==> src/rtl/core/gcsf_pkg.sv <==
package gcsf_pkg;

  // Ring geometry and request limits
  localparam int DEPTH   = 8192;
  localparam int MAX_POP = 64;
  localparam int PTR_W   = $clog2(DEPTH);
  localparam int CNT_W   = $clog2(DEPTH + 1);

  // Field widths
  localparam int SMP_W   = 16;
  localparam int FRM_W   = 7;
  localparam int PROD_W  = 2 * SMP_W;
  localparam int FRAC_W  = 12;
  localparam int CMP_W   = (CNT_W > FRM_W) ? CNT_W : FRM_W;

  localparam logic signed [SMP_W-1:0] GAIN_UNITY = 16'sd4096;
  localparam logic signed [SMP_W-1:0] SMP_MAX    = 16'sh7fff;
  localparam logic signed [SMP_W-1:0] SMP_MIN    = 16'sh8000;

  // Request codes
  localparam logic OP_PUSH = 1'b0;
  localparam logic OP_POP  = 1'b1;

  // Commands from controller to datapath
  typedef struct packed {
    logic capture;
    logic push_commit;
    logic empty_emit;
    logic pop_read;
    logic pop_emit;
  } cmd_t;

  // Status from datapath to controller
  typedef struct packed {
    logic out_free;
    logic take_zero;
    logic pop_last;
  } sts_t;

  // Advance a ring pointer with wrap
  function automatic logic [PTR_W-1:0] ptr_inc(input logic [PTR_W-1:0] ptr);
    logic [PTR_W-1:0] res;
    if (ptr == PTR_W'(DEPTH - 1)) begin
      res = '0;
    end else begin
      res = ptr + PTR_W'(1);
    end
    return res;
  endfunction

endpackage

==> src/rtl/core/gcsf_ctrl.sv <==
module gcsf_ctrl (
  input  logic           clk,
  input  logic           rst_n,
  input  logic           in_valid,
  input  logic           in_op,
  output logic           in_stall,
  input  gcsf_pkg::sts_t sts,
  output gcsf_pkg::cmd_t cmd
);
  import gcsf_pkg::*;

  typedef enum logic [2:0] {
    ST_IDLE,
    ST_PUSH,
    ST_EMPTY,
    ST_POP_RD,
    ST_POP_EMIT
  } state_t;

  state_t state_r, state_nxt;

  // Sequence one request at a time
  always_comb begin
    state_nxt = state_r;
    cmd       = '0;
    case (state_r)
      ST_IDLE: begin
        if (in_valid) begin
          cmd.capture = 1'b1;
          if (in_op == OP_PUSH) begin
            state_nxt = ST_PUSH;
          end else if (sts.take_zero) begin
            state_nxt = ST_EMPTY;
          end else begin
            state_nxt = ST_POP_RD;
          end
        end
      end
      ST_PUSH: begin
        if (sts.out_free) begin
          cmd.push_commit = 1'b1;
          state_nxt       = ST_IDLE;
        end
      end
      ST_EMPTY: begin
        if (sts.out_free) begin
          cmd.empty_emit = 1'b1;
          state_nxt      = ST_IDLE;
        end
      end
      ST_POP_RD: begin
        cmd.pop_read = 1'b1;
        state_nxt    = ST_POP_EMIT;
      end
      ST_POP_EMIT: begin
        if (sts.out_free) begin
          cmd.pop_emit = 1'b1;
          if (sts.pop_last) begin
            state_nxt = ST_IDLE;
          end
        end
      end
      default: begin
        state_nxt = ST_IDLE;
      end
    endcase
  end

  // Hold state
  always_ff @(posedge clk) begin
    if (!rst_n) begin
      state_r <= ST_IDLE;
    end else begin
      state_r <= state_nxt;
    end
  end

  assign in_stall = (state_r != ST_IDLE);

endmodule

==> config.mk <==
export PLATFORM = sky130hd
export DESIGN_NAME = gcsf_ctrl
export DESIGN_NICKNAME = d
export VERILOG_FILES = /design/src/rtl/core/gcsf_pkg.sv /design/src/rtl/core/gcsf_ctrl.sv
export SDC_FILE = /design/constraint.sdc
export NUM_CORES = 1
export LEC_CHECK = 0
export BUFFER_PORTS_ARGS = -buffer_cell sky130_fd_sc_hd__buf_2
export CAP_MARGIN = 20
export CORE_AREA = 2 2 39 41
export DETAILED_ROUTE_END_ITERATION = 8
export DIE_AREA = 0 0 41 43
export GPL_ROUTABILITY_DRIVEN = 0
export GPL_TIMING_DRIVEN = 0
export PLACE_DENSITY = 0.44
export SYNTH_ARGS = -nofsm -noshare
export SYNTH_HDL_FRONTEND = slang
export SYNTH_SLANG_ARGS = --single-unit
==> constraint.sdc <==
create_clock -name clk -period 1 [get_ports clk]
set_input_delay 0.15 -clock clk [delete_from_list [all_inputs] [get_ports clk]]
set_output_delay 0.15 -clock clk [all_outputs]
set_load 0.01 [all_outputs]
## Word-level counts from Yosys, hierarchy flattened

Cells that the tools add are included.

| storage, ports and cells | value |
|---|---|
| flip-flop bits (word level) | 3 |
| input bits | 7 |

| operators by class | value |
|---|---|
| eq/ne operators | 8 |
| reduce and logical (&&, ||, !) cells | 4 |
| muxes and demuxes | 14 |

Operator list:

| kind | count |
|---|---|
| $mux 3 | 5 |
| $pmux 3 s4 | 1 |
| $mux 1 | 8 |
| $eq 3x2->1 const B | 2 |
| $ne 2x2->1 const B | 3 |
| $reduce_and 4->1 | 1 |
| $eq 3x1->1 const B | 1 |
| $eq 3x3->1 const B | 1 |
| $logic_not 3->1 | 1 |
| $reduce_bool 3->1 | 1 |
| $ne 2x1->1 const B | 1 |
| $reduce_or 2->1 | 1 |

## Logic depth before layout (Yosys ltp)

| logic depth | value |
|---|---|
| word-level depth | 4 |
| depth in mapped cells | 2 |

## Worst setup path after synthesis

OpenSTA, ideal clock, no wires.

| path | value |
|---|---|
| path kind | reg-to-reg |
| from | register state_r[0] |
| to | register state_r[0] |
| setup time | 61 ps |
| buffers on the path | 0 |
| slack | -21 ps |
| cell stages (with the launch flop) | 3 |
| data required time | 939 ps |
| arrival time | 960 ps |
| clock period less this slack | 1,021 ps |
| cells stage by stage | dfxtp_1 > nor4b_2 > a32o_1 |

| between the ends | value |
|---|---|
| cells in the longest elaborated chain, start to end | 4 |
| elaborated cells between the ends (all ways) | 12 |
| classes of those cells | eq/ne (8); mux (1); reduce/logical (3) |

RTL lines:

| element | RTL line | source |
|---|---|---|
| start: declaration | gcsf_ctrl.sv:20 | `state_t state_r, state_nxt;` |
| start signal: assignment | gcsf_ctrl.sv:74 | `state_r <= state_nxt;` |
| $eq 3x2->1 or $eq 3x1->1 (tied branches) | gcsf_ctrl.sv:26 | `case (state_r)` |
| $reduce_or 2->1 (no line) | n/a |  |
| $ne 2x1->1 (no line) | n/a |  |
| $reduce_and 4->1 (no line) | n/a |  |

Several ways; a longest one is shown, not always the timed one.
A chain may end at the register's enable or synchronous reset.

## Worst setup path after layout

| path | value |
|---|---|
| from | register state_r[1] |
| to | output port in_stall |

| between the ends | value |
|---|---|
| cells in the longest elaborated chain, start to end | 1 |

RTL lines:

| element | RTL line | source |
|---|---|---|
| $reduce_bool 3->1 | gcsf_ctrl.sv:78 | `assign in_stall = (state_r != ST_IDLE);` |
| end: declaration | gcsf_ctrl.sv:6 | `output logic in_stall,` |

No other way between the ends.

==> impl_metrics.py <==
metrics = {
    "outcome": {
        "status": "finished with violations",
        "violations": "negative setup slack",
    },
    "detailed_routing": {
        "via_count": 218,
        "routed_wl_um": 564,
        "wl_per_cell_um": 10.6,
        "drt_iter0_markers": 1,
        "via_per_inst": 4.11,
        "drc_errors": 0,
        "dr.pass1.iters": 2,
        "ant_nets": 0,
    },
    "grt": {
        "grt_max_degree": 9,
        "first_global_vias": 206,
        "grt_pass1_wl_um": 855,
        "gr-total-overflow": 0,
        "antenna_found_initial": 0,
        "grt_use_total": 0.0772,
    },
    "cells_and_area": {
        "drive_gt1_frac": 0.703,
        "top_regs": "state_r x3",
        "area.growth.synth_to_final_pct": 89.9,
        "largest_reg_flops": 3,
        "diodes": 0,
        "largest_register": "state_r",
        "final_nets": 45,
    },
    "floorplan": {
        "die_w_um": 41,
        "rows": 14,
        "ios": 13,
        "dieArea_sq_um": 1760,
        "design.core.area_sq_um": 1380,
        "fp.dieH_um": 43,
        "start_util": 0.144,
    },
    "sta": {
        "rsz0062_at_grt": "yes",
        "slew_headroom": 0.829,
        "hold-worst-slack_ps": 194,
        "tightest_slew_ps": 255,
        "finalCritPeriodShare": 1.26,
        "fin_skew_ps": 2.85,
        "setup_violations": 7,
        "final-max-slew-violation-count": 0,
        "min_period_ps": 1260,
        "fin_ws_ps": -260,
        "max_freq_mhz": 794,
        "hold_viol": 0,
    },
    "job": {
        "drv_cap": 0,
    },
    "cts": {
        "clkSlewWorstSetupHoldPaths_ps": 30,
        "cts_max_path_buffers": 2,
        "root_buffer": "clkbuf_4",
        "cts_buffers": 3,
        "cts_max_level": 1,
        "cts_tree": "done",
        "cts.hold.buffers_added": 0,
        "clk-insertion-delay-late_ps": 230,
        "clock_sinks": 3,
    },
    "setup_path": {
        "cp_max_fo": 7,
        "cpMaxStageDelayCell": "or3_4",
        "worstPathRequired_ps": 850,
        "cp.arrival_ps": 1110,
        "cpPeakStageDelay_ps": 390,
        "end_kind": "output port",
        "regToRegSetupSlack_ps": -10,
        "path_class": "register to output port",
        "start_kind": "register",
        "crit_chain": "or3_4 -> buf_6",
    },
    "place": {
        "dp_hpwl_um": 430,
        "dpl_worst_slack_ps": -164,
        "port_buffers": 12,
    },
    "yosys": {
        "synth_seq_area_share": 0.302,
        "yosysMostFrequentCell": "dfxtp_1",
        "syn_avg_cell_area_sq_um": 9.95,
        "synthDistinctLibCells": 17,
        "synthTopCellsByCount": "dfxtp_1, a32o_1",
        "synth_ff_type": "dfxtp_1",
        "synth_top_area_share": 0.302,
        "syn_area_sq_um": 199,
        "async_flop_share": 0,
        "yosys.area.top_type": "dfxtp_1",
        "ys_warn_count": 0,
        "ys_seq_elements": 3,
        "ys_top_cells_by_area": "dfxtp_1, a32o_1, a2111oi_2",
        "syn_inst": 20,
        "synth_nets": 27,
        "synth-edff-count": 0,
    },
    "power_and_ir_drop": {
        "totalPowerFinal_mw": 0.456,
        "peakVddDrop_mv": 0.535,
        "power_density_nw_per_um2": 1210,
        "p_leak_nw": 0.170,
    },
    "min_path": {
        "hold_class": "primary input to register",
    },
}
critical path, delay by kind of cell, from the launching register on:
family                 cells  cell delay, ps
and+or+nand+nor            1             390
DFF                        1             370
buffers and inverters      1             130
per-layer routing:
metal / vias to the layer above / track usage / part of all wire
met5: - / 0 / 0
met3: 0 / 0.0366 / 0.14
li1: 115 / - / -
met2: 13 / 0.0813 / 0.37
met1: 90 / 0.102 / 0.49
met4: 0 / 0.0800 / 0
kinds of logic after synthesis:
logic type,share of synthesized area
DFF,0.302
buffers and inverters,0.0188
AOI/OAI and AO/OA,0.214
and+or+nand+nor,0.465
final cells by class:
class / count / area (sq um)
timing repair buffer: 13 / 90.1
clock buffer: 4 / 26.3
tap: 16 / 20.0
inverter: 1 / 3.75
sequential: 3 / 71.3
multi-input combinational: 16 / 166
fill: 149 / 1010
layout by cell type, fill, tap and decap left out, drive strengths merged:
master,instances
a2111oi,1
a21boi,1
a32o,2
and2,1
and3,1
and3b,1
and4bb,1
buf,13
clkbuf,4
dfxtp,3
inv,1
nand2,1
nand2b,1
nand3b,1
nor2,1
nor2b,1
nor3b,1
nor4b,1
or3,1
timing repair:
action                                  CTS  global route
pin swaps                                 2             3
setup buffers                             1             0
cloned                                    0             0
endpoints found under the setup margin    8             7
gates resized for setup                  11             3
final timing paths:
kind	start	to	cells after the start
max	state_r[1]$_SDFFE_PN0P_	in_stall	2
min	rst_n	state_r[1]$_SDFFE_PN0P_	3
max reg2reg	state_r[1]$_SDFFE_PN0P_	state_r[1]$_SDFFE_PN0P_	3
min reg2reg	state_r[0]$_SDFFE_PN0P_	state_r[1]$_SDFFE_PN0P_	1
stage by stage:
stage / setup TNS [ps] / instances / utilization / instance area [sq um]
2_1_floorplan: -33.7 / 20 / - / 208
3_3_place_gp: -512 / 48 / 0.208 / 288
3_5_place_dp: -551 / 48 / 0.208 / 288
4_1_cts: -1290 / 53 / 0.260 / 360
5_1_grt: -1630 / 53 / 0.273 / 378
6_report: -1230 / 53 / 0.273 / 378
report_power, final:
part | total [mW] | switching, mW | internal (mW)
Combinational | 0.107 | 0.0393 | 0.0681
Sequential | 0.141 | 0.0170 | 0.124
Clock | 0.207 | 0.0581 | 0.149
Note: power is estimated with default switching activity, not from simulation.
